$ cat src/design/heading_angle_degrees_macros.svh
// Assertion macros shared by the heading angle design.
`ifndef HEADING_ANGLE_DEGREES_MACROS_SVH
`define HEADING_ANGLE_DEGREES_MACROS_SVH

// Same-cycle implication, disabled while reset is asserted.
`define HDG_ASSERT_NOW(label, clk, rst_n, ante, cons, msg) \
    label: assert property (@(posedge clk) disable iff (!rst_n) (ante) |-> (cons)) \
        else $error(msg);

// Next-cycle implication, disabled while reset is asserted.
`define HDG_ASSERT_NXT(label, clk, rst_n, ante, cons, msg) \
    label: assert property (@(posedge clk) disable iff (!rst_n) (ante) |=> (cons)) \
        else $error(msg);

`endif

$ cat src/design/hdg_pkg.sv
// Shared constants, arctangent table and stage word type for the heading angle pipeline.
package hdg_pkg;

    // Fixed widths of the datapath and the result.
    localparam int DP_W      = 64;
    localparam int ANG_W     = 32;
    localparam int TAB_SIZE  = 24;
    localparam int HEADING_W = 16;

    // Differences are aligned so that their top lands just below this bit.
    localparam int DIFF_ALIGN = 59;

    localparam int DEGREES_PER_TURN = 360;

    // Defaults for the top level parameters.
    localparam int COORD_WIDTH_DEF     = 24;
    localparam int CORDIC_STEPS_DEF    = 16;
    localparam int ANGLE_FRAC_BITS_DEF = 7;

    // Half a turn in binary angle units; also half an LSB of the scaled result.
    localparam logic [ANG_W-1:0] HALF_TURN = 32'h8000_0000;

    // round(atan(2^-i) * 2^32 / (2*pi)) for each iteration.
    localparam logic [ANG_W-1:0] ATAN_TAB [TAB_SIZE] = '{
        32'h20000000, 32'h12E4051E, 32'h09FB385B, 32'h051111D4,
        32'h028B0D43, 32'h0145D7E1, 32'h00A2F61E, 32'h00517C55,
        32'h0028BE53, 32'h00145F2F, 32'h000A2F98, 32'h000517CC,
        32'h00028BE6, 32'h000145F3, 32'h0000A2FA, 32'h0000517D,
        32'h000028BE, 32'h0000145F, 32'h00000A30, 32'h00000518,
        32'h0000028C, 32'h00000146, 32'h000000A3, 32'h00000051
    };

    // One word in flight through the rotation stages.
    typedef struct packed {
        logic signed [DP_W-1:0] cx;
        logic signed [DP_W-1:0] cy;
        logic [ANG_W-1:0]       theta;
        logic                   zero;
    } t_vec;

endpackage

$ cat src/design/hdg_cordic_step.sv
// One registered vectoring iteration of the rotation pipeline.
module hdg_cordic_step
    import hdg_pkg::*;
#(
    parameter int STEP = 0
) (
    input  logic i_clk,
    input  logic i_en,
    input  t_vec i_vec,
    output t_vec o_vec
);

    logic signed [DP_W-1:0] w_sx;
    logic signed [DP_W-1:0] w_sy;
    t_vec                   n_vec;
    t_vec                   r_vec;

    // Rotate toward the x axis; the sign of y picks the direction.
    always_comb begin
        w_sx       = $signed(i_vec.cx) >>> STEP;
        w_sy       = $signed(i_vec.cy) >>> STEP;
        n_vec.zero = i_vec.zero;
        if (!i_vec.cy[DP_W-1]) begin
            n_vec.cx    = i_vec.cx + w_sy;
            n_vec.cy    = i_vec.cy - w_sx;
            n_vec.theta = i_vec.theta + ATAN_TAB[STEP];
        end else begin
            n_vec.cx    = i_vec.cx - w_sy;
            n_vec.cy    = i_vec.cy + w_sx;
            n_vec.theta = i_vec.theta - ATAN_TAB[STEP];
        end
    end

    // Stage register.
    always_ff @(posedge i_clk) begin
        if (i_en) begin
            r_vec <= n_vec;
        end
    end

    assign o_vec = r_vec;

endmodule

$ cat config.mk
export PLATFORM = sky130hd
export DESIGN_NAME = hdg_cordic_step
export DESIGN_NICKNAME = d
export VERILOG_FILES = /design/src/design/heading_angle_degrees_macros.svh /design/src/design/hdg_pkg.sv /design/src/design/hdg_cordic_step.sv
export SDC_FILE = /design/constraint.sdc
export NUM_CORES = 1
export LEC_CHECK = 0
export BUFFER_PORTS_ARGS = -buffer_cell sky130_fd_sc_hd__buf_2
export CAP_MARGIN = 0
export CELL_PAD_IN_SITES_DETAIL_PLACEMENT = 1
export CELL_PAD_IN_SITES_GLOBAL_PLACEMENT = 2
export CORE_UTILIZATION = 28
export DETAILED_ROUTE_END_ITERATION = 8
export PLACE_DENSITY_LB_ADDON = 0.1
export SKIP_CTS_REPAIR_TIMING = 1
export SLEW_MARGIN = 40
export SYNTH_ARGS = -nofsm -noshare
export SYNTH_HDL_FRONTEND = slang
export SYNTH_SLANG_ARGS = --single-unit
export TNS_END_PERCENT = 50
$ cat constraint.sdc
create_clock -name i_clk -period 11.4 [get_ports i_clk]
set_input_delay 2.28 -clock i_clk [delete_from_list [all_inputs] [get_ports i_clk]]
set_output_delay 2.28 -clock i_clk [all_outputs]
set_load 0.005 [all_outputs]
; ---- Word level (Yosys, flattened, before mapping)
; Cells that the tools add are included.
[word_totals]
regBits = 161
inputBits = 163
out_inout_bits = 161
word_cells = 10
[classes]
n_addsub = 5
mux = 1
[ops]
columns = cell, count
row1 = 2-to-1 mux 160 bit, 1
row2 = subtractor 64 bit, 2
row3 = adder 64 bit, 1
row4 = "adder 32 x 30 -> 32 bit, second input constant", 1
row5 = "subtractor 32 x 30 -> 32 bit, second input constant", 1

; ---- Logic depth before layout (Yosys ltp)
[logic_depth]
ltp_word = 2
mapped_depth = 14
ltp_nobuf = 13

; ---- Worst setup path after synthesis
; Ideal clock, no wire load.
[synth_path]
kind = input port to flip-flop
startpoint = input i_vec[33] (netlist bit)
endpoint = register r_vec (netlist bit o_vec[153]), data pin
setup_time_ns = 0.268
t_arrival_ns = 4.959
required_time_ns = 11.132
path_slack_ns = 6.173
path_stages = 12
path_buffers = 0
cell_sequence = ha_1 fa_1 nor2b_1 o311a_1 a2bb2oi_2 a31o_4 o311a_4 a31oi_4 o21ai_2 a211oi_1 o21ai_0 xnor2_1
[synth_rtl]
columns = item, line
row1 = from (decl), hdg_cordic_step.sv:9  ; input t_vec i_vec,
row2 = to (signal assigned), hdg_cordic_step.sv:37  ; r_vec <= n_vec;
row3 = to (decl), hdg_cordic_step.sv:16  ; t_vec r_vec;

==> metrics.cfg <==
[run_status]
status=finished clean

[setup_path]
crit_required_ps=11710
crit_fanout=14
start_kind=primary input
cp-end-kind=register
path_class=primary input to register
worstPathArrival_ps=6360

[finish]
fin_area_um2=20450
drive_gt1_share_pct=16.75
area_growth_pct=17.33
nets=2766
antennaDiodeCount=0
fill_cells=7381
fin_cells=3243
largest_reg_flops=160

[clocking]
htree_levels=4
cts_buffers=17
root_buffer=clkbuf_16
cts_tree=done
cts.sinks=160
path_clk_slew_ps=90
clockBufferDepth=2

[timing]
tightest_slew_ps=865.4
rsz0062_at_grt=no
hold_viol=0
drv_slew=0
timing.hold.ws_ps=1937
finalSetupViolations=0
max_freq_mhz=165.3
finalCritPeriodShare_pct=53.06
setup_tns_ps=0
max_slew_margin_pct=41.70
min_period_ps=6049

[pwr]
p_clk_share_pct=26.6
p_int_w=0.001429
power.density_nw_per_um2=118.8
leakagePower_nw=8.845
power_switching_w=0.0009996
p_sw_share_pct=41.15
ir_drop_mv=0.1260
combPwrFrac_pct=40.4
pwr-share-seq_pct=33.0

[route]
drt-initial-drc-count=1145
post-route-drc-count=0
detail-route-antenna-nets=0
drt_wl_total_mm=78.69
via_per_inst=5.388
dr.pass1.iters=5
wl_per_cell_um=24.26
vias=17470

[logic_synthesis]
ys_warn_count=0
synthArstFlopShare_pct=0
synth.cell_area_um2=17430
seq_area_frac_synth_pct=27.57
ys_ff_latch=160
postSynthCellCount=2138
yosys_most_used_dff=edfxtp_1
synth_area_per_cell_um2=8.151
ys_types=78
synth_nets=2511
synth_edf_count=160

[floorplan]
dieArea_um2=63240
core_um2=61600
die_y_um=251.5
start_util_pct=28.29
row_count=91
num_io_pins=324
die_w_um=251.5

[min_path]
hold_end=o_vec[9]
hold_path_class=primary input to register
hp-start=i_vec[9]
whs_path_depth=1

[global_route]
antenna_found_initial=1
grt.overflow.total=0
grt.total_usage_pct=24.60
grt_pass1_wl_mm=116.4
grt_max_degree=82
grt_pass1_vias=18040

[place]
portBuffers=323
place.gp.congestion=0.9019
dp_cells=3211
place_area_um2=19780
dp_hpwl_mm=64.50

[job]
maxCapViolCount=0

[power groups by stage]
stage	logic (W)	registers [W]	clock network, W
after floorplan	0.000544	0.000818	0
after global placement	0.000966	0.000815	0
after detailed placement	0.000970	0.000816	0
after CTS	0.000977	0.000804	0.000672
after global routing	0.00106	0.000811	0.000687
final	0.000980	0.000802	0.000646
[area by class of cell]
type                            instances  area (µm²)  share of cell area, %
Sequential cell                       160        4805                  23.50
Multi-Input combinational cell       1680       11490                  56.21
Clock inverter                         15       212.7                  1.040
Inverter                              203       767.0                  3.751
Timing Repair Buffer                  331        1697                  8.298
Clock buffer                           17       425.4                  2.081
Tap cell                              837        1047                  5.122
[layer usage]
layer  part of all wire [%]  vias up  global-route usage [%]
met5                      0        -                       0
met4                    2.3        0                   7.369
met3                    4.3       78                   3.497
met2                     47      468                   40.39
met1                     46     8693                   33.28
li1                       -     8233                       -
[metrics by stage]
stage | setup WS [ps] | util, % | total power, W
6_report | 5351 | 33.19 | 0.002429
5_1_grt | 5150 | 33.19 | 0.002562
4_1_cts | 5420 | 33.15 | 0.002453
3_5_place_dp | 4861 | 32.12 | 0.001786
3_3_place_gp | 4818 | 32.09 | 0.001782
2_1_floorplan | 6173 | - | 0.001362
[cell usage in the layout (no fill, tap or decap), types with 24 or more instances in the layout]
cell and instances:
nor2b_1 25, o21ai_0 161, inv_1 197, a21oi_1 302, nand3_1 24, ha_1 206, nand4_1 38, a21o_1 55
xnor2_1 107, nand2_1 142, mux2i_1 33, buf_2 321, o21bai_1 52, nor3_1 46, nor2_1 161, edfxtp_1 160
[synth_stat cells, types with 7 or more instances]
master	instances	share of area, %
a211o_1	7	0.35
a211oi_1	17	0.73
a21boi_0	15	0.65
a21o_1	55	2.4
a21oi_1	302	8.7
a221oi_1	7	0.35
a31o_2	10	0.50
a31oi_1	17	0.61
and3_1	13	0.47
buf_1	16	0.34
buf_2	19	0.55
clkbuf_1	58	1.2
edfxtp_1	160	28
ha_1	206	15
inv_1	198	4.3
mux2i_1	33	1.9
nand2_1	142	3.1
nand2b_1	17	0.61
nand3_1	24	0.69
nand4_1	38	1.4
nor2_1	161	3.5
nor2b_1	25	0.90
nor3_1	46	1.3
nor4_1	25	0.90
o211ai_1	21	0.90
o21a_1	19	0.82
o21ai_0	161	4.6
o21bai_1	52	2.2
o22ai_1	7	0.25
o31ai_1	25	1.1
or2_2	7	0.25
or3_1	9	0.32
or4_1	8	0.34
xnor2_1	107	5.4
xor2_1	13	0.65
[critical path: stages]
cell and delay, ps:
buf_2 100, inv_1 40, ha_1 580, nand2_1 290
nor3_1 550, nand2_1 100, a21oi_1 300, o2111ai_1 280
a21boi_0 440, nor2_1 210, o311ai_0 690, o221ai_1 190
a311oi_1 310
[worst max-delay path by stage]
stage                      end  startpoint  cells after the start
detailed placement   o_vec[82]   i_vec[44]                     13
CTS                  o_vec[82]   i_vec[44]                     13
global route         o_vec[82]   i_vec[44]                     13
finish               o_vec[82]   i_vec[44]                     13
floorplan           o_vec[153]   i_vec[33]                     12
global placement     o_vec[82]   i_vec[44]                     13
[logic make-up after synthesis]
kind of cell / after synthesis / share of synthesized area [%]
adder cells (fa/ha/maj): 210 / 15.25
multiplexers: 33 / 1.895
XOR/XNOR: 120 / 6.031
flip-flops: 160 / 27.57
buffers and inverters: 298 / 6.620
AO/OA/AOI/OAI: 782 / 28.02
AND/OR/NAND/NOR: 535 / 14.62
(Power assumes the default switching activity.)
