===== config.mk =====
export PLATFORM = sky130hd
export DESIGN_NAME = hdg_front
export DESIGN_NICKNAME = d
export VERILOG_FILES = /design/src/design/heading_angle_degrees_macros.svh /design/src/design/hdg_pkg.sv /design/src/design/hdg_front.sv
export SDC_FILE = /design/constraint.sdc
export NUM_CORES = 1
export LEC_CHECK = 0
export BUFFER_PORTS_ARGS = -buffer_cell sky130_fd_sc_hd__buf_2
export CAP_MARGIN = 20
export CORE_UTILIZATION = 56
export CTS_CLUSTER_SIZE = 20
export DETAILED_ROUTE_END_ITERATION = 10
export GPL_TIMING_DRIVEN = 0
export PLACE_DENSITY = 0.87
export SLEW_MARGIN = 25
export SYNTH_ARGS = -nofsm -noshare
export SYNTH_HDL_FRONTEND = slang
export SYNTH_SLANG_ARGS = --single-unit

===== constraint.sdc =====
create_clock -name i_clk -period 7.8 [get_ports i_clk]
set_clock_uncertainty 0.2 [all_clocks]
set_input_delay 0.78 -clock i_clk [delete_from_list [all_inputs] [get_ports i_clk]]
set_output_delay 0.78 -clock i_clk [all_outputs]
set_load 0.1 [all_outputs]

===== src/design/heading_angle_degrees_macros.svh =====
// Assertion macros shared by the heading angle design.
`ifndef HEADING_ANGLE_DEGREES_MACROS_SVH
`define HEADING_ANGLE_DEGREES_MACROS_SVH

// Same-cycle implication, disabled while reset is asserted.
`define HDG_ASSERT_NOW(label, clk, rst_n, ante, cons, msg) \
    label: assert property (@(posedge clk) disable iff (!rst_n) (ante) |-> (cons)) \
        else $error(msg);

// Next-cycle implication, disabled while reset is asserted.
`define HDG_ASSERT_NXT(label, clk, rst_n, ante, cons, msg) \
    label: assert property (@(posedge clk) disable iff (!rst_n) (ante) |=> (cons)) \
        else $error(msg);

`endif


===== src/design/hdg_pkg.sv =====
// Shared constants, arctangent table and stage word type for the heading angle pipeline.
package hdg_pkg;

    // Fixed widths of the datapath and the result.
    localparam int DP_W      = 64;
    localparam int ANG_W     = 32;
    localparam int TAB_SIZE  = 24;
    localparam int HEADING_W = 16;

    // Differences are aligned so that their top lands just below this bit.
    localparam int DIFF_ALIGN = 59;

    localparam int DEGREES_PER_TURN = 360;

    // Defaults for the top level parameters.
    localparam int COORD_WIDTH_DEF     = 24;
    localparam int CORDIC_STEPS_DEF    = 16;
    localparam int ANGLE_FRAC_BITS_DEF = 7;

    // Half a turn in binary angle units; also half an LSB of the scaled result.
    localparam logic [ANG_W-1:0] HALF_TURN = 32'h8000_0000;

    // round(atan(2^-i) * 2^32 / (2*pi)) for each iteration.
    localparam logic [ANG_W-1:0] ATAN_TAB [TAB_SIZE] = '{
        32'h20000000, 32'h12E4051E, 32'h09FB385B, 32'h051111D4,
        32'h028B0D43, 32'h0145D7E1, 32'h00A2F61E, 32'h00517C55,
        32'h0028BE53, 32'h00145F2F, 32'h000A2F98, 32'h000517CC,
        32'h00028BE6, 32'h000145F3, 32'h0000A2FA, 32'h0000517D,
        32'h000028BE, 32'h0000145F, 32'h00000A30, 32'h00000518,
        32'h0000028C, 32'h00000146, 32'h000000A3, 32'h00000051
    };

    // One word in flight through the rotation stages.
    typedef struct packed {
        logic signed [DP_W-1:0] cx;
        logic signed [DP_W-1:0] cy;
        logic [ANG_W-1:0]       theta;
        logic                   zero;
    } t_vec;

endpackage


===== src/design/hdg_front.sv =====
// Front end: coordinate differences, alignment and half-plane fold.
module hdg_front
    import hdg_pkg::*;
#(
    parameter int COORD_WIDTH = COORD_WIDTH_DEF
) (
    input  logic                          i_clk,
    input  logic                          i_en,
    input  logic signed [COORD_WIDTH-1:0] i_from_x,
    input  logic signed [COORD_WIDTH-1:0] i_from_y,
    input  logic signed [COORD_WIDTH-1:0] i_to_x,
    input  logic signed [COORD_WIDTH-1:0] i_to_y,
    output t_vec                          o_vec
);

    localparam int DIFF_W   = COORD_WIDTH + 1;
    localparam int PRESHIFT = DIFF_ALIGN - COORD_WIDTH;

    logic signed [DIFF_W-1:0] r_dx;
    logic signed [DIFF_W-1:0] r_dy;
    logic                     r_zero;
    logic signed [DIFF_W-1:0] n_dx;
    logic signed [DIFF_W-1:0] n_dy;
    logic                     n_zero;
    logic signed [DP_W-1:0]   w_cx;
    logic signed [DP_W-1:0]   w_cy;
    t_vec                     n_vec;
    t_vec                     r_vec;

    // Full-width differences; equal points are detected on the raw inputs.
    always_comb begin
        n_dx   = DIFF_W'(i_to_x) - DIFF_W'(i_from_x);
        n_dy   = DIFF_W'(i_to_y) - DIFF_W'(i_from_y);
        n_zero = (i_to_x == i_from_x) && (i_to_y == i_from_y);
    end

    // Align into the wide datapath. The rotation frame carries dy in x and dx in y.
    // A vector in the lower half plane is negated and starts at half a turn.
    always_comb begin
        w_cx        = DP_W'(r_dy) <<< PRESHIFT;
        w_cy        = DP_W'(r_dx) <<< PRESHIFT;
        n_vec.zero  = r_zero;
        if (w_cx[DP_W-1]) begin
            n_vec.cx    = -w_cx;
            n_vec.cy    = -w_cy;
            n_vec.theta = HALF_TURN;
        end else begin
            n_vec.cx    = w_cx;
            n_vec.cy    = w_cy;
            n_vec.theta = '0;
        end
    end

    // Two register stages, both held while the pipeline is stalled.
    always_ff @(posedge i_clk) begin
        if (i_en) begin
            r_dx   <= n_dx;
            r_dy   <= n_dy;
            r_zero <= n_zero;
            r_vec  <= n_vec;
        end
    end

    assign o_vec = r_vec;

endmodule


# After elaboration in Yosys (flattened, before gate mapping)
# Index checks and enable logic that the tools add are counted.
[word_totals]
rom_bits = 0
register_bits = 212
output_inout_bits = 161
latchBits = 0
ram_bits = 0
input_bits = 98
n_memories = 0
[classes]
n_reduce_logical = 1
bitwise_logic = 0
n_div = 0
add_sub_neg = 4
shifts = 0
mul = 0
mux = 1
n_eq_ne = 2
n_lt_le_gt_ge = 0
[op_table]
columns = ["op", "count"]
rows = [
  ["two-way mux 155 bit", 1],
  ["negator 60 -> 64 bit", 2],
  ["subtractor 24 x 24 -> 25 bit", 2],
  ["equality test 24 bit", 2],
  ["logical AND 1 bit", 1],
]

# Logic depth before layout (Yosys ltp)
# Gate-level depths: netlist (run 1).
[logic_depth]
depth_word = 2
ltp_mapped = 10

# Worst setup path after synthesis (run 1)
# No wires, ideal clock.
[synth_timing]
path_kind = "input to register"
from = "in i_from_y[4]"
to = "reg r_dy[21] (data pin)"
setup_slack_ns = 4.398
arrival_time_ns = 2.934
cell_stages = 9
path_buffers = 0
path_cell_list = "inv_1 ha_1 a21oi_1 nor2_1 a2111oi_0 o21ai_0 a221oi_1 o21ai_0 xor2_1"
[synth_via]
elab_chain_cells = 1
[synth_rtl]
columns = ["item", "line_no", "rtl"]
rows = [
  ["start, declared", "hdg_front.sv:10", "input logic signed [COORD_WIDTH-1:0] i_from_y,"],
  ["subtractor 24 x 24 -> 25 bit", "hdg_front.sv:33", "n_dy = DIFF_W'(i_to_y) - DIFF_W'(i_from_y);"],
  ["via n_dy[21]", "hdg_front.sv:23", "logic signed [DIFF_W-1:0] n_dy;"],
  ["end signal, assigned", "hdg_front.sv:58", "r_dy <= n_dy;"],
  ["end, declared", "hdg_front.sv:20", "logic signed [DIFF_W-1:0] r_dy;"],
]
# The timed path passes the listed nets, and every way through them passes these cells.
# A chain may end at the register's enable or synchronous reset.

# Worst setup path in the final report (run 1)
[layout_timing]
from = "in i_from_y[2]"
to = "reg r_dy[21] (data pin)"
# The elaborated chain is that of the path after synthesis.

==> flow_metrics.tcl, run 1 <==
set metrics [dict create \
    outcome "complete, no violations" \
    fmaxAchievable_mhz 276.7 \
    floorplan.die.height_um 120.1 \
    rr_endpoint "o_vec[95]$_DFFE_PP_" \
    seq_area_mm2 0.003333 \
    total_power_uw 2317 \
    post_route_cells_drive_above_1_share_pct 27.18 \
    core_region_area_mm2 0.01340 \
    worst_skew_pair.late_latency_ns 0.34 \
    fp.dieW_um 120.1 \
    critical_path.endpoint_type "flop" \
    powerDensity_mw_per_mm2 243.4 \
    leakagePower_uw 0.004448 \
    grt_max_degree 63 \
    synth_enable_flop_cells 111 \
    drt_first_iter_violations 520 \
    syn_area_mm2 0.007810 \
    multi_input_area_mm2 0.003811 \
    arr_time_crit_path_ns 3.49 \
    netlist_instances 769 \
    synth_top_cell_area_share_pct 42.68 \
    globalRouteOverflowTotal 0 \
    nFillCells 1055 \
    synthDominantAreaCellType "edfxtp_1" \
    postLayoutCoreUtil_pct 71.02 \
    cp_slowest_stage_delay_ns 0.68 \
    remaining_drc_errors 0 \
    gp_congestion 0.9429 \
    finalWirelength_um 16900 \
    ant_nets 0 \
    layout.cells.most_common_list "157 x buf_2, 111 x edfxtp_1, 105 x conb_1" \
    setup.worst_path.start_class "input port" \
    vias_per_cell 5.083 \
    worst_endpoint_required_time_ns 7.68 \
    cts_tree "built" \
    synth-main-ff-cell "edfxtp_1" \
    setup_violations 0 \
    row_count 42 \
    final_critical_path_setup_slack_ns 4.186 \
    first_global_vias 5585 \
    ir_worst_vdd_mv 0.1232 \
    post-route-min-period_ns 3.614 \
    routed-via-count 6206 \
    post_synth.cell_area_avg_um2 10.16 \
    cts_sinks 111 \
    tns_ns 0 \
    clock_buffer_depth 2 \
    routed_wire_length_per_instance_um 13.84 \
    synthTopCellsByArea "edfxtp_1 43%, buf_4 9.7%, ha_1 8.0%" \
    category_of_the_most_critical_setup_path "input port to flop" \
    critical_path.cell_chain "buf_2 > inv_1 > ha_1 > a21oi_1 > a21oi_1 > a2111oi_0 > o21ai_0 > a221oi_1 > o21ai_0 > xor2_1" \
    dp_worst_setup_slack_ns 3.898 \
    final_hold_vios 0 \
    share_of_flip_flops_with_an_asynchronous_set_or_reset_after_synthesis_pct 0 \
    floorplan.initialDensity_pct 58.28 \
    hpwlAfterDp_um 13600 \
    cts_hold_repair.buffers 0 \
    worstPathMaxFanout 5 \
    cts_buffers 9 \
    die_area_mm2 0.01442 \
    grt_first_pass_wirelength_um 26500 \
    synth-seq-area-share_pct 42.68 \
    rsz0062_at_grt "no" \
    drv_slew 0 \
    nets 1192 \
    detail_route.first_pass.iterations 5 \
    cp_startpoint "i_from_y[2]" \
    timing.reg2reg.worst_path_depth 7 \
    worst_pin_slew_ns 0.8490 \
    path_clk_slew_ns 0.06 \
    yosysWarnings 0 \
    cpMaxStageDelayCell "a2111oi_0" \
    antenna-diode-count 0 \
    final_common_cell "buf_2" \
    ioPinCount 259 \
    cap_viol_max_count 0 \
    aggregate_global_route_resource_usage_pct 23.37 \
    synth.lib_cells_used.distinct 59 \
    period_share_pct 46.33 \
    antenna_violations_before_repair 0 \
    worst_setup_path_endpoint "r_dy[21]$_DFFE_PP_" \
    maxSlewHeadroom_pct 41.93 \
    timing.rr.start "r_dx[6]$_DFFE_PP_" \
    cts-htree-levels 3 \
    postSynthRegisterBits 111 \
    port-buffer-count 157 \
    layout-area-overhead-vs-synth_pct 21.85 \
    timing.reg2reg.setup_slack_ns 4.65 \
    hp-class "flop to flop" \
    post_cts.resized_instances 0 \
    root_buffer "clkbuf_16" \
    post-cts-setup-buffer-count 0 \
]
-- synth_stat cells, types with 11 or more instances --
cell type / count
o21ai_0: 46
xor2_1: 13
clkbuf_1: 11
xnor2_1: 70
nand2b_1: 17
nor2_1: 27
edfxtp_1: 111
o31ai_1: 13
a21oi_1: 43
inv_1: 66
nor3_1: 14
nand2_1: 43
a21o_1: 20
buf_4: 101
ha_1: 50
-- metal layers --
metal | vias up | share of wire, % | GRT usage, %
met5 | - | 0 | 0
met4 | 0 | 1.6 | 8.125
met3 | 28 | 8.2 | 3.517
met2 | 291 | 48 | 39.69
met1 | 2789 | 42 | 30.32
li1 | 3098 | - | -
-- worst min-delay path by stage --
stage                                 start                    to  cells after the start
after CTS                 r_dy[0]$_DFFE_PP_  o_vec[132]$_DFFE_PP_                      0
after floorplan            r_zero$_DFFE_PP_    o_vec[0]$_DFFE_PP_                      0
after detailed placement   r_zero$_DFFE_PP_    o_vec[0]$_DFFE_PP_                      0
final                      r_zero$_DFFE_PP_    o_vec[0]$_DFFE_PP_                      0
after global placement     r_zero$_DFFE_PP_    o_vec[0]$_DFFE_PP_                      0
after global routing       r_zero$_DFFE_PP_    o_vec[0]$_DFFE_PP_                      0
-- kinds of logic after synthesis --
logic type               Yosys count  share of synthesized area, %
AO/OA/AOI/OAI                    179                         14.96
XOR/XNOR                          83                         9.308
adder cells (fa/ha/maj)           52                         8.523
buffers and inverters            180                         13.52
flip-flops                       111                         42.68
multiplexers                       1                        0.1282
other                              1                       0.04802
AND/OR/NAND/NOR                  162                         10.83
-- report_power, final --
part           internal [uW]  switching, uW  total [uW]
Sequential               789           56.0         845
Clock                    245            186         431
Combinational            237            805        1040
Total                   1270           1050        2320
-- stage by stage --
step                instance area [um^2]  hold WS, ns  cells
floorplan                           8200       0.2003    873
global placement                    9206       0.2615   1206
detailed placement                  9240       0.2577   1207
CTS                                 9517       0.2994   1221
global route                        9517       0.3124   1221
finish                              9517       0.2977   1221
-- critical path, delay by kind of cell --
family          cells  cell delay [ns]
compound gates      6             2.08
fa+ha+maj           1             0.36
buf+inv             2             0.10
xor+xnor            1             0.17
-- registers in the layout, indices dropped and copies added, names as in the netlist --
| signal | count |
|---|---|
| r_dx | 25 |
| o_vec | 60 |
| r_dy | 25 |
| r_zero | 1 |
-- area by class of cell --
cell class	count	share of cell area, %
Timing Repair Buffer	158	8.612
Sequential cell	111	35.03
Clock inverter	4	0.4996
Clock buffer	10	2.406
Tap cell	176	2.314
Inverter	66	2.603
Multi-Input combinational cell	582	40.05
Buffer	114	8.493
(Power assumes the default switching activity.)
==> run 2, diff against run 1 <==
--- a/config.mk
+++ b/config.mk
@@ -7,11 +7,11 @@
 export LEC_CHECK = 0
 export BUFFER_PORTS_ARGS = -buffer_cell sky130_fd_sc_hd__buf_2
 export CAP_MARGIN = 20
-export CORE_UTILIZATION = 56
+export CORE_UTILIZATION = 47
 export CTS_CLUSTER_SIZE = 20
 export DETAILED_ROUTE_END_ITERATION = 10
 export GPL_TIMING_DRIVEN = 0
-export PLACE_DENSITY = 0.87
+export PLACE_DENSITY = 0.78
 export SLEW_MARGIN = 25
 export SYNTH_ARGS = -nofsm -noshare
 export SYNTH_HDL_FRONTEND = slang
==> constraint.sdc (replaced) <==
create_clock -name i_clk -period 2.97 [get_ports i_clk]
set_clock_uncertainty 0.2 [all_clocks]
set_input_delay 0.297 -clock i_clk [delete_from_list [all_inputs] [get_ports i_clk]]
set_output_delay 0.297 -clock i_clk [all_outputs]
set_load 0.1 [all_outputs]
==> run 2 against run 1 <==
The run now ends with setup timing left. Via count down 3.7%. First-iteration DRC count down 36%. Utilization down 11 points. Flip-flop and latch count unchanged. Critical path type is now flop to flop. Largest cell class unchanged. Largest power group unchanged. Highest routed layer unchanged.
==> flow_metrics.tcl, run 2 (synthesis gave the netlist of run 1 again) <==
set metrics [dict create \
    outcome "finished, violations left" \
    first_global_vias 5160 \
    die_area_mm2 0.01714 \
    period_share_pct 101.0 \
    nFillCells 1373 \
    routed-via-count 5974 \
    category_of_the_most_critical_setup_path "flop to flop" \
    rsz0062_at_grt "yes" \
    grt_first_pass_wirelength_um 25130 \
    worst_pin_slew_ns 0.6072 \
    worst_skew_pair.late_latency_ns 0.34 \
    antenna_violations_before_repair 0 \
    final_common_cell "buf_2" \
    post-route-min-period_ns 3.000 \
    multi_input_area_mm2 0.003880 \
    finalWirelength_um 16650 \
    floorplan.die.height_um 130.9 \
    setup.worst_path.start_class "flop" \
    seq_area_mm2 0.003333 \
    root_buffer "clkbuf_16" \
    ioPinCount 259 \
    ir_worst_vdd_mv 0.4479 \
    hpwlAfterDp_um 13420 \
    core_region_area_mm2 0.01606 \
    fp.dieW_um 130.9 \
    worst_endpoint_required_time_ns 2.86 \
    fmaxAchievable_mhz 333.3 \
    gp_congestion 0.8742 \
    total_power_uw 6044 \
    hp-class "input port to flop" \
    cap_viol_max_count 0 \
    cts_tree "built" \
    cts_buffers 9 \
    post_route_cells_drive_above_1_share_pct 28.53 \
    maxSlewHeadroom_pct 58.88 \
    setup_violations 4 \
    cts_sinks 111 \
    postLayoutCoreUtil_pct 60.30 \
    nets 1201 \
    floorplan.initialDensity_pct 48.64 \
    globalRouteOverflowTotal 0 \
    port-buffer-count 157 \
    ant_nets 0 \
    failing_checks "setup timing" \
    remaining_drc_errors 0 \
    largest_register_ff_count 60 \
    dp_worst_setup_slack_ns -0.5674 \
    vias_per_cell 4.700 \
    drt_first_iter_violations 335 \
    worstPathMaxFanout 3 \
    layout.cells.most_common_list "157 x buf_2, 111 x edfxtp_1, 110 x buf_4" \
    cts_hold_repair.buffers 0 \
    powerDensity_mw_per_mm2 624.2 \
    leakagePower_uw 0.004502 \
    antenna-diode-count 0 \
    final_critical_path_setup_slack_ns -0.03030 \
    layout-area-overhead-vs-synth_pct 23.98 \
    grt_max_degree 61 \
    drv_slew 0 \
    aggregate_global_route_resource_usage_pct 19.25 \
    cts-htree-levels 3 \
    routed_wire_length_per_instance_um 13.10 \
    detail_route.first_pass.iterations 5 \
    critical_path.endpoint_type "flop" \
    fin_hold_ws_ns 0.2009 \
    arr_time_crit_path_ns 2.89 \
    tns_ns -0.07821 \
    row_count 46 \
    path_clk_slew_ns 0.06 \
    final_hold_vios 0 \
    clock_buffer_depth 2 \
]
## run 2: cell types whose count changed in the layout (fill, tap and decap cells not counted), moves of 2 or more
cell and delta:
or3_1 -2, o21ai_0 -2, or3_4 +2, clkinvlp_4 +2, o21ai_1 +2, buf_4 +9
## run 2: timing repair
item                                    in CTS  in global routing
gates resized for setup                      8                  8
pin swaps                                    5                  7
endpoints found under the setup margin      10                  7
setup buffers                                8                  1
## run 2: stage by stage
stage | instances | cell area, um^2
after CTS | 1270 | 9643
final | 1271 | 9683
after floorplan | 873 | 8200
after global placement | 1246 | 9256
after detailed placement | 1247 | 9290
after global routing | 1271 | 9683
## run 2: cell type report
class                      count  area share (%)
sequential                   111           34.42
inverter                      66           2.558
timing repair buffer         167           9.161
clock buffer                  11           2.403
buffer                       114           8.347
clock inverter                 4          0.2455
tap                          216           2.791
multi-input combinational    582           40.07
## run 2: power breakdown
part           switching, uW  total [uW]  internal, uW
logic                   2130        2780           649
registers                140        2210          2070
clock network            493        1050           560
total                   2760        6040          3280
## run 2: layer usage
| metal | share of wire (%) | global-route usage, % | up-vias |
|---|---|---|---|
| met4 | 2.0 | 7.505 | 0 |
| met5 | 0 | 0 | - |
| li1 | - | - | 3116 |
| met3 | 4.4 | 2.117 | 19 |
| met1 | 49 | 26.66 | 2633 |
| met2 | 45 | 30.97 | 206 |
## run 2: critical path: stages (launching register included)
cell and delay (ns):
edfxtp_1 0.39, or4_4 0.56, or3_4 0.35, or3_4 0.34, or3_4 0.34, or3_4 0.37
o21ai_4 0.14, nand2_1 0.06
## run 2: path summary, 6_finish.rpt
path / start / endpoint / slack, ns / cells past startpoint
setup / recovery: r_dx[10]$_DFFE_PP_ / o_vec[95]$_DFFE_PP_ / -0.03 / 7
hold / removal: i_en / r_dx[13]$_DFFE_PP_ / 0.20 / 1
setup reg to reg: r_dx[10]$_DFFE_PP_ / o_vec[95]$_DFFE_PP_ / -0.03 / 7
hold reg to reg: r_zero$_DFFE_PP_ / o_vec[0]$_DFFE_PP_ / 0.30 / 0
==> run 3, diff against run 2 <==
--- a/config.mk
+++ b/config.mk
@@ -7,11 +7,12 @@
 export LEC_CHECK = 0
 export BUFFER_PORTS_ARGS = -buffer_cell sky130_fd_sc_hd__buf_2
 export CAP_MARGIN = 20
-export CORE_UTILIZATION = 47
+export CORE_UTILIZATION = 48
+export CTS_BUF_LIST = sky130_fd_sc_hd__clkbuf_4 sky130_fd_sc_hd__clkbuf_8
 export CTS_CLUSTER_SIZE = 20
 export DETAILED_ROUTE_END_ITERATION = 10
 export GPL_TIMING_DRIVEN = 0
-export PLACE_DENSITY = 0.78
+export PLACE_DENSITY = 0.8
 export SLEW_MARGIN = 25
 export SYNTH_ARGS = -nofsm -noshare
 export SYNTH_HDL_FRONTEND = slang
==> run 3 against run 2 <==
The flow still finishes with violations (setup timing). Critical path depth did not move. Utilization up 0.49 points. Fmax fell by 1.3%. Sequential share of layout area increased by 0.094 points. Wire length increased by 1.4%.
==> flow_metrics.tcl, run 3 (synthesis gave the netlist of run 1 again) <==
set metrics [dict create \
    antenna-diode-count 0 \
    cpMaxStageDelayCell "or4_4" \
    dp_worst_setup_slack_ns -0.6894 \
    final_critical_path_setup_slack_ns -0.06907 \
    critical_path.cell_chain "or4_4 > or3_4 > or3_4 > or3_4 > or3_4 > o21ai_2 > nand2_1" \
    cts_buffers 9 \
    fmaxAchievable_mhz 329.0 \
    final_hold_vios 0 \
    cts_hold_repair.buffers 0 \
    largest_register_ff_count 60 \
    row_count 46 \
    aggregate_global_route_resource_usage_pct 19.34 \
    hp-class "input port to flop" \
    ioPinCount 259 \
    remaining_drc_errors 0 \
    cts_tree "built" \
    failing_checks "setup timing" \
    core_region_area_mm2 0.01589 \
    layout-area-overhead-vs-synth_pct 23.65 \
    cp_slowest_stage_delay_ns 0.55 \
    antenna_violations_before_repair 0 \
    nFillCells 1383 \
    ir_worst_vdd_mv 0.3525 \
    fin_hold_ws_ns 0.1458 \
    hpwlAfterDp_um 13610 \
    setup.worst_path.start_class "flop" \
    vias_per_cell 4.717 \
    setup_violations 6 \
    port-buffer-count 157 \
    arr_time_crit_path_ns 2.98 \
    worstPathMaxFanout 3 \
    ant_nets 0 \
    cts_sinks 111 \
    worst_skew_pair.late_latency_ns 0.38 \
    fp.dieW_um 129.6 \
    leakagePower_uw 0.004492 \
    nets 1204 \
    path_clk_slew_ns 0.10 \
    category_of_the_most_critical_setup_path "flop to flop" \
    powerDensity_mw_per_mm2 610.9 \
    floorplan.initialDensity_pct 49.17 \
    cts-htree-levels 3 \
    worst_path_most_repeated_cell "or3_4" \
    period_share_pct 102.3 \
    grt_max_degree 65 \
    cp_num_buf_inv 0 \
    rsz0062_at_grt "yes" \
    grt_first_pass_wirelength_um 25170 \
    multi_input_area_mm2 0.003885 \
    worst_pin_slew_ns 0.6833 \
    root_buffer "clkbuf_8" \
    detail_route.first_pass.iterations 4 \
    layout.cells.most_common_list "157 x buf_2, 113 x buf_4, 111 x edfxtp_1" \
    post-route-min-period_ns 3.039 \
    routed-via-count 6014 \
    cap_viol_max_count 0 \
    tns_ns -0.3144 \
    timing.reg2reg.setup_slack_ns -0.07 \
    final_common_cell "buf_2" \
    critical_path.endpoint_type "flop" \
    routed_wire_length_per_instance_um 13.24 \
    floorplan.die.height_um 129.6 \
    cpLargestDelayFamily "simple AND/OR/NAND/NOR gates" \
    first_global_vias 5285 \
    finalWirelength_um 16880 \
    clock_buffer_depth 2 \
    globalRouteOverflowTotal 0 \
    worst_endpoint_required_time_ns 2.91 \
    maxSlewHeadroom_pct 53.96 \
    drt_first_iter_violations 320 \
    total_power_uw 5899 \
    seq_area_mm2 0.003333 \
    die_area_mm2 0.01678 \
    postLayoutCoreUtil_pct 60.79 \
    post_route_cells_drive_above_1_share_pct 29.18 \
    outcome "finished, violations left" \
    gp_congestion 0.8903 \
    drv_slew 0 \
]
run 3: report_power, final:
group          total [uW]  switching (uW)  leakage, uW  internal (uW)
clock network         909             509    0.0000982            400
registers            2210             141      0.00109           2070
logic                2780            2130      0.00331            651
total                5900            2780      0.00449           3120
run 3: path summary, 6_finish.rpt:
| kind | startpoint | end | depth (start not counted) |
|---|---|---|---|
| hold reg to reg | r_zero$_DFFE_PP_ | o_vec[0]$_DFFE_PP_ | 0 |
| setup / recovery | r_dx[12]$_DFFE_PP_ | o_vec[93]$_DFFE_PP_ | 7 |
| setup reg to reg | r_dx[12]$_DFFE_PP_ | o_vec[93]$_DFFE_PP_ | 7 |
| hold / removal | i_en | r_dx[11]$_DFFE_PP_ | 1 |
run 3: timing repair:
action,CTS,global route
buffers inserted,6,6
setup endpoints to repair,10,12
resized for setup,5,10
pin swaps,0,4
run 3: layout make-up:
type / instances / area share [%]
Inverter: 66 / 2.565
Multi-Input combinational cell: 582 / 40.23
Clock inverter: 7 / 0.8163
Sequential cell: 111 / 34.52
Tap cell: 216 / 2.799
Buffer: 114 / 8.370
Timing Repair Buffer: 170 / 9.420
Clock buffer: 9 / 1.283
run 3: stage by stage:
step	instances	instance area, um^2
3_5_place_dp	1247	9290
6_report	1275	9657
3_3_place_gp	1246	9256
5_1_grt	1275	9657
4_1_cts	1269	9560
2_1_floorplan	873	8200
run 3: metal layers:
metal | wire [um] | global-route usage [%]
met3 | 960 | 2.890
met2 | 7548 | 30.90
met1 | 8062 | 26.92
met4 | 314 | 6.635
met5 | 0 | 0
