<file path="src/design/heading_angle_degrees_macros.svh">
// Assertion macros shared by the heading angle design.
`ifndef HEADING_ANGLE_DEGREES_MACROS_SVH
`define HEADING_ANGLE_DEGREES_MACROS_SVH

// Same-cycle implication, disabled while reset is asserted.
`define HDG_ASSERT_NOW(label, clk, rst_n, ante, cons, msg) \
    label: assert property (@(posedge clk) disable iff (!rst_n) (ante) |-> (cons)) \
        else $error(msg);

// Next-cycle implication, disabled while reset is asserted.
`define HDG_ASSERT_NXT(label, clk, rst_n, ante, cons, msg) \
    label: assert property (@(posedge clk) disable iff (!rst_n) (ante) |=> (cons)) \
        else $error(msg);

`endif

</file>
<file path="src/design/hdg_pkg.sv">
// Shared constants, arctangent table and stage word type for the heading angle pipeline.
package hdg_pkg;

    // Fixed widths of the datapath and the result.
    localparam int DP_W      = 64;
    localparam int ANG_W     = 32;
    localparam int TAB_SIZE  = 24;
    localparam int HEADING_W = 16;

    // Differences are aligned so that their top lands just below this bit.
    localparam int DIFF_ALIGN = 59;

    localparam int DEGREES_PER_TURN = 360;

    // Defaults for the top level parameters.
    localparam int COORD_WIDTH_DEF     = 24;
    localparam int CORDIC_STEPS_DEF    = 16;
    localparam int ANGLE_FRAC_BITS_DEF = 7;

    // Half a turn in binary angle units; also half an LSB of the scaled result.
    localparam logic [ANG_W-1:0] HALF_TURN = 32'h8000_0000;

    // round(atan(2^-i) * 2^32 / (2*pi)) for each iteration.
    localparam logic [ANG_W-1:0] ATAN_TAB [TAB_SIZE] = '{
        32'h20000000, 32'h12E4051E, 32'h09FB385B, 32'h051111D4,
        32'h028B0D43, 32'h0145D7E1, 32'h00A2F61E, 32'h00517C55,
        32'h0028BE53, 32'h00145F2F, 32'h000A2F98, 32'h000517CC,
        32'h00028BE6, 32'h000145F3, 32'h0000A2FA, 32'h0000517D,
        32'h000028BE, 32'h0000145F, 32'h00000A30, 32'h00000518,
        32'h0000028C, 32'h00000146, 32'h000000A3, 32'h00000051
    };

    // One word in flight through the rotation stages.
    typedef struct packed {
        logic signed [DP_W-1:0] cx;
        logic signed [DP_W-1:0] cy;
        logic [ANG_W-1:0]       theta;
        logic                   zero;
    } t_vec;

endpackage

</file>
<file path="src/design/hdg_back.sv">
// Back end: binary angle to degrees, rounding and wrap of a full turn.
module hdg_back
    import hdg_pkg::*;
#(
    parameter int ANGLE_FRAC_BITS = ANGLE_FRAC_BITS_DEF
) (
    input  logic                 i_clk,
    input  logic                 i_en,
    input  t_vec                 i_vec,
    output logic [HEADING_W-1:0] o_heading
);

    localparam int FULL_TURN = DEGREES_PER_TURN << ANGLE_FRAC_BITS;
    localparam int TURN_W    = $clog2(FULL_TURN + 1);
    localparam int PROD_W    = ANG_W + TURN_W;

    logic [PROD_W-1:0]    r_prod;
    logic                 r_zero;
    logic [PROD_W-1:0]    w_sum;
    logic [TURN_W-1:0]    w_h;
    logic [HEADING_W-1:0] n_heading;
    logic [HEADING_W-1:0] r_heading;

    // Round half up, drop the binary angle fraction, and give zero for a full turn or for equal points.
    always_comb begin
        w_sum = r_prod + PROD_W'(HALF_TURN);
        w_h   = w_sum[PROD_W-1:ANG_W];
        if (r_zero || (w_h >= TURN_W'(FULL_TURN))) begin
            n_heading = '0;
        end else begin
            n_heading = HEADING_W'(w_h);
        end
    end

    // Multiply by the turn size in one stage, finish the result in the next.
    always_ff @(posedge i_clk) begin
        if (i_en) begin
            r_prod    <= PROD_W'(i_vec.theta) * PROD_W'(FULL_TURN);
            r_zero    <= i_vec.zero;
            r_heading <= n_heading;
        end
    end

    assign o_heading = r_heading;

endmodule

</file>
<file path="config.mk">
export PLATFORM = sky130hd
export DESIGN_NAME = hdg_back
export DESIGN_NICKNAME = d
export VERILOG_FILES = /design/src/design/heading_angle_degrees_macros.svh /design/src/design/hdg_pkg.sv /design/src/design/hdg_back.sv
export SDC_FILE = /design/constraint.sdc
export NUM_CORES = 1
export LEC_CHECK = 0
export BUFFER_PORTS_ARGS = -buffer_cell sky130_fd_sc_hd__buf_4
export CORE_MARGIN = 5
export CORE_UTILIZATION = 33
export DETAILED_ROUTE_END_ITERATION = 10
export HOLD_SLACK_MARGIN = 0.08
export MAX_ROUTING_LAYER = met4
export PLACE_DENSITY = 0.57
export RECOVER_POWER = 25
export SLEW_MARGIN = 20
export SYNTH_ARGS = -nofsm -noshare
export SYNTH_HDL_FRONTEND = slang
export SYNTH_SLANG_ARGS = --single-unit
</file>
<file path="constraint.sdc">
create_clock -name i_clk -period 8.7 [get_ports i_clk]
set_clock_uncertainty 0.05 [all_clocks]
set_input_delay 0.87 -clock i_clk [delete_from_list [all_inputs] [get_ports i_clk]]
set_output_delay 0.87 -clock i_clk [all_outputs]
set_load 0.01 [all_outputs]
</file>
# --- Word-level counts from Yosys, hierarchy flattened ---
# Cells that the tools add are included.
totals:
  ff_bits: 55
  latch_bits: 0
  mem_bits_rw: 0
  rom_bits: 0
  in_bits: 163
  output_inout_bits: 16
  wordCells: 7
  memories: 0
classes:
  n_addsub: 1
  mul: 1
  div: 0
  n_lt_le_gt_ge: 1
  n_eq_ne: 0
  shift: 0
  muxes: 0
  bitwise_logic: 0
  n_reduce_logical: 1
ops:
  columns: ["op", "count"]
  rows:
  - ["adder 48 x 32 -> 48 bit, second input constant", 1]
  - ["multiplier 32 x 6 -> 38 bit, second input constant", 1]
  - ["greater-or-equal comparator 16 bit, second input constant", 1]
  - ["logical OR 1 bit", 1]

# --- Depth between registers and ports, before layout ---
# Gate-level depths: netlist of run 1.
depth:
  ltp_word: 3
  depth_mapped: 14
  depth_no_buf: 14

# --- Least setup slack after synthesis of run 1 ---
# Ideal clock, no wire load.
synth_path:
  kind: "in2reg"
  from: "input i_vec[28] (netlist bit)"
  to: "register r_prod[47] (data pin)"
  arrival_time_ns: 4.050
  required_time_ns: 8.393
  setup_slack_ns: 4.344
  path_stages: 13
  path_buffers: 0
  path_cell_list: "ha_1 fa_1 inv_1 fa_1 inv_1 ha_1 a21o_1 o21bai_4 a21o_1 a211oi_1 nor2_1 or4_1 xor2_1"
synth_via:
  elab_chain_cells: 1
synth_lines:
  columns: ["item", "line_no", "source"]
  rows:
  - ["from (decl)", "hdg_back.sv:9", "input t_vec i_vec,"]
  - ["multiplier 32 x 6 -> 38 bit", "hdg_back.sv:38", "r_prod <= PROD_W'(i_vec.theta) * PROD_W'(FULL_TURN);"]
  - ["to (signal assigned)", "hdg_back.sv:38", null]
  - ["to (decl)", "hdg_back.sv:17", "logic [PROD_W-1:0] r_prod;"]
# Every way passes these cells.
# A chain may end at the register's enable or synchronous reset.

# --- Final worst setup path of run 1 ---
layout_path:
  from: "input i_vec[6] (netlist bit)"
  to: "register r_prod[44] (data pin)"
# The elaborated chain is that of the path after synthesis.

==> flow_summary.rst, run 1 <==
.. list-table::
   :header-rows: 1

   * - Metric
     - Value
   * - Run status
     - finished with violations
   * - Failing checks
     - max-capacitance violations, max-slew violations
   * - Area fraction of the dominant cell type after synthesis
     - 0.214
   * - Total nets after synthesis
     - 839
   * - Global-route wire length before repair
     - around 18 mm
   * - Count of hold buffers inserted by post-cts repair
     - 0
   * - TritonCTS clock tree
     - yes
   * - Number of cells on the worst hold path
     - 1
   * - Reg-to-reg startpoint
     - r_prod[33]
   * - Cell chosen for the clock root
     - sky130_fd_sc_hd__clkbuf_16
   * - Reg-to-reg endpoint
     - o_heading[2]
   * - Max Cap Viol
     - 1
   * - Via count of the first global-routing pass
     - just over 4,000
   * - Maximum buffer depth of the clock tree
     - 2
   * - Setup-violating endpoint count in the final report
     - 0
   * - Clock power frac
     - 0.132
   * - Filler cell count in the final layout
     - between 1,500 and 2,000
   * - Min-Delay Path Class
     - register to register
   * - Number of DRC violations after detailed-routing iteration 0
     - about 250
   * - Cell Int Power
     - 0.810 mW
   * - Count of yosys warnings during synthesis
     - 0
   * - Number of post-CTS setup repair buffers
     - 0
   * - Detailed Place HPWL
     - 9.12 mm
   * - Antenna violations before repair
     - 0
   * - RD Place Congestion
     - between 0.7 and 0.8
   * - Routed len/inst
     - about 13 um
   * - Placeable core region
     - between 15,000 and 20,000 um^2
   * - Remaining design rule violation count
     - 0
   * - Minimum clock period after layout
     - 4590 ps
   * - Share of final-layout standard cells stronger than drive strength 1
     - 0.119
   * - Combinational Power Share
     - 0.645
   * - Transition at the pin with the smallest max-transition slack
     - 1650 ps
   * - Commonest cells in the synthesized netlist
     - 91 x sky130_fd_sc_hd__inv_1, 88 x sky130_fd_sc_hd__ha_1, 42 x sky130_fd_sc_hd__fa_1
   * - Pin count of the biggest net entering global routing
     - 35
   * - Worst Hold Slack
     - 542 ps
   * - Combined area of all synthesized cells
     - 5150 um^2
   * - Internal reg-to-reg setup slack
     - 6410 ps
   * - Boundary Pins
     - between 150 and 200
   * - Slew Limit Headroom
     - -0.0986
   * - CTS HTree Levels
     - 2
   * - Final core utilization
     - 0.387
   * - Via count
     - around 3,800
   * - Post_cts resized
     - 0
   * - Setup repair after global routing missed its margin
     - no
   * - CP Max Fanout
     - 5
   * - Storage cell area
     - 1020 um^2
   * - Aggregate global routing overflow
     - 0
   * - Final count of hold timing violations
     - 0
   * - Total clock buffers created by CTS
     - 5
   * - Synthesized area per cell
     - 9.43 um^2
   * - All-layer global routing usage
     - 0.119
   * - Clock transition at the registers of the reported paths
     - about 50 ps
   * - Switching Share
     - 0.442
   * - Number of register bits inferred by synthesis
     - 34
   * - Sequential-to-total area share from yosys stat
     - 0.198
   * - Count of pins over their slew limit
     - 35
   * - Remaining antenna violation count after routing
     - 0
   * - Leak Pwr
     - 2.87 nW
   * - Number of distinct library cell variants in the gate-level netlist after synthesis
     - 53
   * - Category of the worst setup path capture point
     - register
   * - Die Area
     - 18,200 um^2
   * - N_diodes
     - 0
   * - Cell Pwr Density
     - approximately 250 nW/um^2
   * - Leading area contributor after synthesis
     - sky130_fd_sc_hd__ha_1
   * - Initial Util
     - 0.337
   * - Period utilisation layout
     - 0.527
   * - Worst Min Path Start
     - r_prod[47]
   * - Die extent in y
     - 135 um
   * - Ratio of routed vias to standard cells
     - 4.75
   * - Port-buffer cells
     - 50
   * - Setup TNS
     - 0 ps
   * - Most common cell in the synthesized netlist
     - sky130_fd_sc_hd__inv_1
   * - Die boundary width
     - 135 um
   * - Required time of the worst setup path
     - 8650 ps
   * - Async set or reset register ratio after synthesis
     - 0
   * - FF-to-FF path depth
     - 7
   * - Worst-case hold path end point
     - o_heading[13]
   * - Most area-consuming cells after synthesis
     - sky130_fd_sc_hd__ha_1 21%, sky130_fd_sc_hd__edfxtp_1 20%, sky130_fd_sc_hd__fa_1 16%
   * - Main synth FF type
     - sky130_fd_sc_hd__edfxtp_1
   * - # rows
     - 45
   * - Achievable Freq
     - ~0.22 GHz
   * - Multi-input logic area
     - 3750 um^2
   * - Worst VDD drop
     - a little under 0.08 mV
   * - Fin nets
     - 888
   * - Critical path data arrival time
     - 4540 ps
   * - Clock latency on the worst-skew pair
     - 270 ps
   * - Aggregate routed wire length
     - 10.2 mm
   * - Part of the power in registers
     - 0.222
   * - EDFF count, synth
     - 34
   * - Crit Path Category
     - input pin to register
   * - Number of detailed-routing iterations run before antenna repair
     - 4
   * - Growth of design area from synthesis to finish
     - 14.8%
   * - Startpoint class of the critical path
     - input pin
   * - Switch Pwr
     - ~0.64 mW
   * - Synth Instances
     - approximately 550
   * - Number of sinks driven by the clock tree
     - 34
==> routing by layer <==
layer | wire length (um) | GRT usage | vias up
li1 | - | - | 1996
met1 | 5130 | 0.159 | 1775
met2 | 4750 | 0.200 | 58
met3 | 256 | 0.0115 | 4
met4 | 46 | 0.0204 | 0
met5 | 0 | - | -
==> power groups by stage <==
stage	clock network, mW	logic, mW	registers, mW
finish	0.192	0.936	0.323
global placement	0	0.936	0.321
CTS	0.196	0.947	0.322
floorplan	0	0.727	0.314
global route	0.201	1.08	0.331
detailed placement	0	0.942	0.325
==> cells by family (layout without fill, tap and decap cells) <==
logic type,count (synthesis),count (layout),share of synthesized area
compound gates,122,122,0.161
xor+xnor,48,48,0.0817
simple gates,113,113,0.108
fa+ha+maj,130,130,0.377
buf+inv,99,149,0.0739
flops,34,34,0.198
==> cell type report <==
type / count / area share
inverters: 91 / 0.0578
clock inverters: 3 / 0.00677
well taps: 211 / 0.0447
multi-input cells: 413 / 0.634
flip-flops and latches: 34 / 0.173
repair buffers: 50 / 0.0629
clock buffers: 5 / 0.0212
==> worst max-delay path: stages <==
cell and delay [ps]:
sky130_fd_sc_hd__buf_4 130, sky130_fd_sc_hd__ha_1 380, sky130_fd_sc_hd__xor2_1 200, sky130_fd_sc_hd__ha_1 190
sky130_fd_sc_hd__a21o_1 170, sky130_fd_sc_hd__fa_1 440, sky130_fd_sc_hd__ha_1 350, sky130_fd_sc_hd__a21oi_1 210
sky130_fd_sc_hd__o21ai_0 140, sky130_fd_sc_hd__a22oi_1 250, sky130_fd_sc_hd__nand2_1 130, sky130_fd_sc_hd__a2111oi_0 730
sky130_fd_sc_hd__o31ai_1 160, sky130_fd_sc_hd__xor2_1 190
==> registers in the layout (all words and copies together), names as in the netlist <==
signal     count
o_heading     16
r_prod        17
r_zero         1
==> how the worst max path moves through the flow <==
stage	from	end	slack (ps)	cells past startpoint
global route	i_vec[6]	r_prod[44]	3960	14
detailed placement	i_vec[6]	r_prod[44]	3810	14
floorplan	i_vec[28]	r_prod[47]	4340	13
CTS	i_vec[6]	r_prod[44]	4090	14
finish	i_vec[6]	r_prod[44]	4110	14
global placement	i_vec[6]	r_prod[44]	3880	14
==> metrics by stage <==
stage	area, um^2	power [mW]	cells	worst slack [ps]
after floorplan	5150	1.04	546	4340
after global placement	5750	1.26	799	3880
after detailed placement	5750	1.27	799	3810
after CTS	5910	1.46	807	4090
after global routing	5910	1.61	807	3960
final	5910	1.45	807	4110
==> cells in the final DEF (no fill, tap or decap), drive strengths merged, types with 2 or more instances in the layout <==
master,n
nand2,24
a21o,22
o21a,3
and3,10
a22oi,2
o31ai,4
o221ai,2
edfxtp,34
o211ai,7
nor2,36
clkbuf,7
o21ai,21
a211oi,5
nand4,7
nand3,18
inv,91
o21bai,4
a21boi,2
buf,48
ha,88
nor3,6
nor4,3
clkinv,2
nor2b,3
a31o,3
xnor2,22
xor2,26
a21oi,36
a2111oi,2
a22o,2
fa,42
No activity file was read; power rests on OpenSTA's default activity.
==> inputs of run 2 (changes only) <==
PLACE_DENSITY = 0.59   (was 0.57)
clock period = 4 ns   (was 8.7 ns; I/O delays follow)
==> flow_summary.rst, run 2 (synthesized netlist as in run 1, its figures left out) <==
.. list-table::
   :header-rows: 1

   * - Metric
     - Value
   * - Cells traversed along the worst timing path
     - buf_4 -> ha_1 -> inv_1 -> fa_1 -> fa_1 -> inv_1 -> ha_1 -> a21o_1 -> o21bai_2 -> a221o_1 -> a21oi_2 -> nor2_1 -> or4_1 -> xor2_1
   * - Ratio of routed vias to standard cells
     - 4.66 (-1.9%)
   * - Detailed Place HPWL
     - 10.1 mm (+11%)
   * - Share of final-layout standard cells stronger than drive strength 1
     - 0.235 (+0.115)
   * - Dominant delay contributor by cell family on the critical path
     - adder cells
   * - Die Area
     - 18,200 um^2 (unchanged)
   * - Post-place instance area
     - 6390 um^2 (+11%)
   * - Post-layout instance area
     - 6550 um^2 (+11%)
   * - Remaining design rule violation count
     - 0 (unchanged)
   * - Cell Pwr Density
     - 542 nW/um^2 (+120%)
   * - Count of hold buffers inserted by post-cts repair
     - 0 (unchanged)
   * - Placeable core region
     - 15,300 um^2 (unchanged)
   * - Antenna violations before repair
     - 0 (unchanged)
   * - Required time of the worst setup path
     - 3970 ps (-4680 ps)
   * - Fin nets
     - 974 (+9.7%)
   * - Transition at the pin with the smallest max-transition slack
     - 1690 ps (+43.4 ps)
   * - Achievable Freq
     - about 0.26 GHz
   * - Filler cell count in the final layout
     - 1,523 (-2.4%)
   * - Maximum buffer depth of the clock tree
     - 2 (unchanged)
   * - Number of detailed-routing iterations run before antenna repair
     - 5 (+1)
   * - Highest-count cells in the layout ignoring fill and taps
     - 134 x sky130_fd_sc_hd__buf_4, 90 x sky130_fd_sc_hd__inv_1, 88 x sky130_fd_sc_hd__ha_1, 42 x sky130_fd_sc_hd__fa_1, 36 x sky130_fd_sc_hd__nor2_1
   * - Pin count of the biggest net entering global routing
     - 35 (unchanged)
   * - Post-route non-filler standard cell count
     - 893 (+11%)
   * - Max Cap Viol
     - 1 (unchanged)
   * - Category of the worst setup path capture point
     - register
   * - Minimum clock period after layout
     - 3860 ps
   * - Initial Util
     - 0.337 (unchanged)
   * - Global-route wire length before repair
     - 19.5 mm (+7.8%)
   * - Final core utilization
     - 0.429 (+0.0416)
   * - Crit Path Category
     - input pin to register
   * - Worst VDD drop
     - 0.198 mV (+150%)
   * - CP bufs+invs
     - 3 (+2)
   * - Final count of hold timing violations
     - 0 (unchanged)
   * - CP Max Fanout
     - 2 (-3)
   * - Port-buffer cells
     - 50 (unchanged)
   * - Via count of the first global-routing pass
     - 4,345 (+5.0%)
   * - RD Place Congestion
     - 0.818 (+7.1%)
   * - CTS HTree Levels
     - 2 (unchanged)
   * - Cells after DPL
     - 885 (+11%)
   * - Run status
     - finished with violations
   * - Highest cell delay on the worst timing path
     - 510 ps (-220 ps)
   * - Cell chosen for the clock root
     - sky130_fd_sc_hd__clkbuf_16
   * - Via count
     - 4,160 (+8.5%)
   * - Period utilisation layout
     - 0.965
   * - Clock latency on the worst-skew pair
     - 280 ps (about the same)
   * - Number of flip-flops in the largest register
     - 17 (unchanged)
   * - Aggregate global routing overflow
     - 0 (unchanged)
   * - Die boundary width
     - 135 um (unchanged)
   * - Setup repair after global routing missed its margin
     - no
   * - Leak Pwr
     - 3.28 nW (+14%)
   * - Worst Hold Slack
     - 277 ps (-265 ps)
   * - Number of sinks driven by the clock tree
     - 34 (unchanged)
   * - Slew Limit Headroom
     - -0.128 (-0.0290)
   * - Aggregate routed wire length
     - 11.1 mm (+9.4%)
   * - Die extent in y
     - 135 um (unchanged)
   * - TritonCTS clock tree
     - yes
   * - N_diodes
     - 0 (unchanged)
   * - All-layer global routing usage
     - 0.130 (+0.0108)
   * - Commonest non-fill, non-tap cell in the layout
     - sky130_fd_sc_hd__buf_4
   * - Growth of design area from synthesis to finish
     - 27.1%
   * - # rows
     - 45 (unchanged)
   * - Startpoint class of the critical path
     - input pin
   * - Min-Delay Path Class
     - input pin to register
   * - Failing checks
     - max-capacitance violations, max-slew violations
   * - Count of pins over their slew limit
     - 35 (unchanged)
   * - Boundary Pins
     - 179 (unchanged)
   * - Clock transition at the registers of the reported paths
     - 50 ps (about the same)
   * - Setup-violating endpoint count in the final report
     - 0 (unchanged)
   * - Routed len/inst
     - 12.5 um (-1.2%)
   * - Remaining antenna violation count after routing
     - 0 (unchanged)
   * - Cell with the biggest individual delay on the critical path
     - sky130_fd_sc_hd__fa_1
   * - Total clock buffers created by CTS
     - 5 (unchanged)
   * - Number of DRC violations after detailed-routing iteration 0
     - 126 (-50%)
   * - Biggest register
     - r_prod
   * - Critical path data arrival time
     - 3830 ps (-710 ps)
## run 2: path summary, 6_finish.rpt
path / slack (ps) / from / depth (start not counted) / end
setup reg to reg: 1680 / r_prod[33] / 7 / o_heading[7]
hold / removal: 280 / i_vec[0] / 1 / r_zero
hold reg to reg: 560 / r_prod[47] / 1 / o_heading[13]
setup / recovery: 140 / i_vec[23] / 14 / r_prod[47]
## run 2: layout make-up
cell class              count  area (um^2)  area share
well taps                 211          264      0.0403
repair buffers            136         1020       0.155
inverters                  91          342      0.0522
clock buffers               6          129      0.0197
multi-input cells         413         3760       0.575
flip-flops and latches     34         1020       0.156
clock inverters             2         8.76     0.00134
## run 2: stage by stage
stage | power (mW) | setup TNS (ps) | setup slack, ps
after CTS | 3.57 | 0 | 64.6
final | 3.55 | 0 | 142
after global placement | 3.16 | -893 | -230
after global routing | 3.92 | 0 | 3.27
after detailed placement | 3.20 | -883 | -231
after floorplan | 2.27 | 0 | 114
## run 2: routing by layer
metal | wire length [um] | track usage | up-vias
met5 | 0 | - | -
met4 | 135 | 0.0271 | 0
li1 | - | - | 2166
met1 | 5370 | 0.172 | 1921
met3 | 259 | 0.0112 | 13
met2 | 5380 | 0.218 | 60
## run 2: what timing repair did
item,CTS,global route
resized for setup,0,6
setup endpoints to repair,0,3
setup buffers,0,0
## run 2: report_power, final
part,switching [mW],internal (mW)
Clock,0.125,0.227
Combinational,1.26,1.23
Sequential,0.107,0.593
Total,1.50,2.05
==> inputs of run 3 (changes only) <==
CELL_PAD_IN_SITES_DETAIL_PLACEMENT = 0   (was unset)
CELL_PAD_IN_SITES_GLOBAL_PLACEMENT = 1   (was unset)
PLACE_DENSITY = 0.75   (was 0.59)
==> flow_summary.rst, run 3 (synthesized netlist as in run 1, its figures left out) <==
.. list-table::
   :header-rows: 1

   * - Metric
     - Value
   * - Maximum buffer depth of the clock tree
     - 2 (unchanged)
   * - Number of flip-flops in the largest register
     - 17 (unchanged)
   * - Antenna violations before repair
     - 0 (unchanged)
   * - Number of detailed-routing iterations run before antenna repair
     - 4 (-1)
   * - Die boundary width
     - 135 um (unchanged)
   * - Clock latency on the worst-skew pair
     - 270 ps (about the same)
   * - Ratio of routed vias to standard cells
     - 4.64 (-0.44%)
   * - Share of final-layout standard cells stronger than drive strength 1
     - 0.244 (+0.00916)
   * - # rows
     - 45 (unchanged)
   * - Cells after DPL
     - 884 (-0.11%)
   * - RD Place Congestion
     - 0.842 (+2.9%)
   * - Cell Pwr Density
     - 545 nW/um^2 (+0.48%)
   * - Initial Util
     - 0.337 (unchanged)
   * - Number of sinks driven by the clock tree
     - 34 (unchanged)
   * - Slew Limit Headroom
     - -0.132 (-0.00453)
   * - Number of DRC violations after detailed-routing iteration 0
     - 176 (+40%)
   * - Transition at the pin with the smallest max-transition slack
     - 1700 ps (+6.79 ps)
   * - Count of pins over their slew limit
     - 35 (unchanged)
   * - Post-route non-filler standard cell count
     - 892 (-0.11%)
   * - Setup-violating endpoint count in the final report
     - 0 (unchanged)
   * - Pin count of the biggest net entering global routing
     - 35 (unchanged)
   * - TritonCTS clock tree
     - yes
   * - Min-Delay Path Class
     - input pin to register
   * - Via count of the first global-routing pass
     - 4,212 (-3.1%)
   * - Global-route wire length before repair
     - 19.2 mm (-1.5%)
   * - N_diodes
     - 0 (unchanged)
   * - Cells traversed along the worst timing path
     - buf_4 -> ha_1 -> inv_1 -> fa_1 -> fa_1 -> inv_1 -> ha_1 -> a21o_1 -> a31o_2 -> a31o_2 -> a311o_1 -> a31oi_2 -> o21ai_1 -> xor2_1
   * - Critical path data arrival time
     - 3810 ps (-20 ps)
   * - Final core utilization
     - 0.433 (+0.00410)
   * - Setup TNS
     - 0 ps (unchanged)
   * - Total clock buffers created by CTS
     - 5 (unchanged)
   * - Crit Path Category
     - input pin to register
   * - Via count
     - 4,137 (-0.55%)
   * - Leak Pwr
     - 3.28 nW (about the same)
   * - Final count of hold timing violations
     - 0 (unchanged)
   * - Growth of design area from synthesis to finish
     - 28.3%
   * - Minimum clock period after layout
     - 3840 ps (-15.4 ps)
   * - Count of hold buffers inserted by post-cts repair
     - 0 (unchanged)
   * - Worst VDD drop
     - 0.178 mV (-9.8%)
   * - Startpoint class of the critical path
     - input pin
   * - Aggregate global routing overflow
     - 0 (unchanged)
   * - Dominant delay contributor by cell family on the critical path
     - adder cells
   * - Port-buffer cells
     - 50 (unchanged)
   * - Achievable Freq
     - 0.260 GHz (+0.40%)
   * - Die extent in y
     - 135 um (unchanged)
   * - All-layer global routing usage
     - 0.128 (-0.00191)
   * - Fin nets
     - 973 (-0.10%)
   * - Max Cap Viol
     - 1 (unchanged)
   * - Period utilisation layout
     - 0.961 (-0.00386)
   * - Cell chosen for the clock root
     - sky130_fd_sc_hd__clkbuf_16
   * - Number of post-CTS setup repair buffers
     - 0 (unchanged)
   * - CTS HTree Levels
     - 2 (unchanged)
   * - Placeable core region
     - 15,300 um^2 (unchanged)
   * - Post-layout total power
     - 3.60 mW (+1.4%)
   * - Biggest register
     - r_prod
   * - Category of the worst setup path capture point
     - register
   * - Detailed Place HPWL
     - 9.88 mm (-2.4%)
   * - Run status
     - finished with violations
   * - Failing checks
     - max-capacitance violations, max-slew violations
   * - Remaining antenna violation count after routing
     - 0 (unchanged)
   * - Setup repair after global routing missed its margin
     - no
   * - Commonest non-fill, non-tap cell in the layout
     - sky130_fd_sc_hd__buf_4
   * - Boundary Pins
     - 179 (unchanged)
   * - Routed len/inst
     - 12.3 um (-1.6%)
   * - CP Max Fanout
     - 5 (+3)
   * - CP bufs+invs
     - 3 (unchanged)
   * - Aggregate routed wire length
     - 11.0 mm (-1.7%)
   * - Remaining design rule violation count
     - 0 (unchanged)
   * - Clock transition at the registers of the reported paths
     - 50 ps (about the same)
   * - Cell with the biggest individual delay on the critical path
     - sky130_fd_sc_hd__fa_1
   * - Highest-count cells in the layout ignoring fill and taps
     - 133 x sky130_fd_sc_hd__buf_4, 90 x sky130_fd_sc_hd__inv_1, 86 x sky130_fd_sc_hd__ha_1, 42 x sky130_fd_sc_hd__fa_1, 35 x sky130_fd_sc_hd__nor2_1
   * - Required time of the worst setup path
     - 3970 ps (about the same)
   * - Post_cts resized
     - 0 (unchanged)
   * - Highest cell delay on the worst timing path
     - 510 ps (about the same)
   * - Die Area
     - 18,200 um^2 (unchanged)
run 3: worst paths after layout:
path | start | end | slack [ps] | cells past startpoint
hold reg to reg | r_prod[47] | o_heading[13] | 550 | 1
setup / recovery | i_vec[12] | r_prod[41] | 160 | 14
hold / removal | i_vec[0] | r_zero | 280 | 1
setup reg to reg | r_prod[33] | o_heading[5] | 1690 | 7
run 3: metal layers:
metal  global-route usage  wire, um
met5                    -         0
met1                0.174      5440
met4               0.0226        78
met2                0.210      5220
met3               0.0127       216
run 3: worst register-to-register path, stage by stage (launching register included):
cell                       delay (ps)
sky130_fd_sc_hd__edfxtp_1         440
sky130_fd_sc_hd__and3_1           210
sky130_fd_sc_hd__and3_4           210
sky130_fd_sc_hd__o2111a_1         230
sky130_fd_sc_hd__a21o_1           180
sky130_fd_sc_hd__o31ai_2          340
sky130_fd_sc_hd__a21o_2           310
sky130_fd_sc_hd__nor2_1            80
run 3: area by class of cell:
| type | count | area, um^2 |
|---|---|---|
| fillers | 1503 | 8650 |
| flip-flops and latches | 34 | 1020 |
| clock buffers | 6 | 129 |
| well taps | 211 | 264 |
| inverters | 91 | 342 |
| clock inverters | 2 | 8.76 |
| multi-input cells | 413 | 3830 |
| repair buffers | 135 | 1010 |
run 3: per-stage QoR:
step	instance area (um^2)	setup WS (ps)	hold WS (ps)
detailed placement	6390	-263	530
floorplan	5150	114	449
global placement	6390	-233	529
CTS	6530	31.2	245
finish	6610	157	276
global route	6610	14.9	271
run 3: where the power goes:
part	switching (mW)	internal (mW)	total, mW
clock	0.123	0.227	0.350
combinational	1.30	1.25	2.55
sequential	0.108	0.593	0.701
total	1.53	2.07	3.60
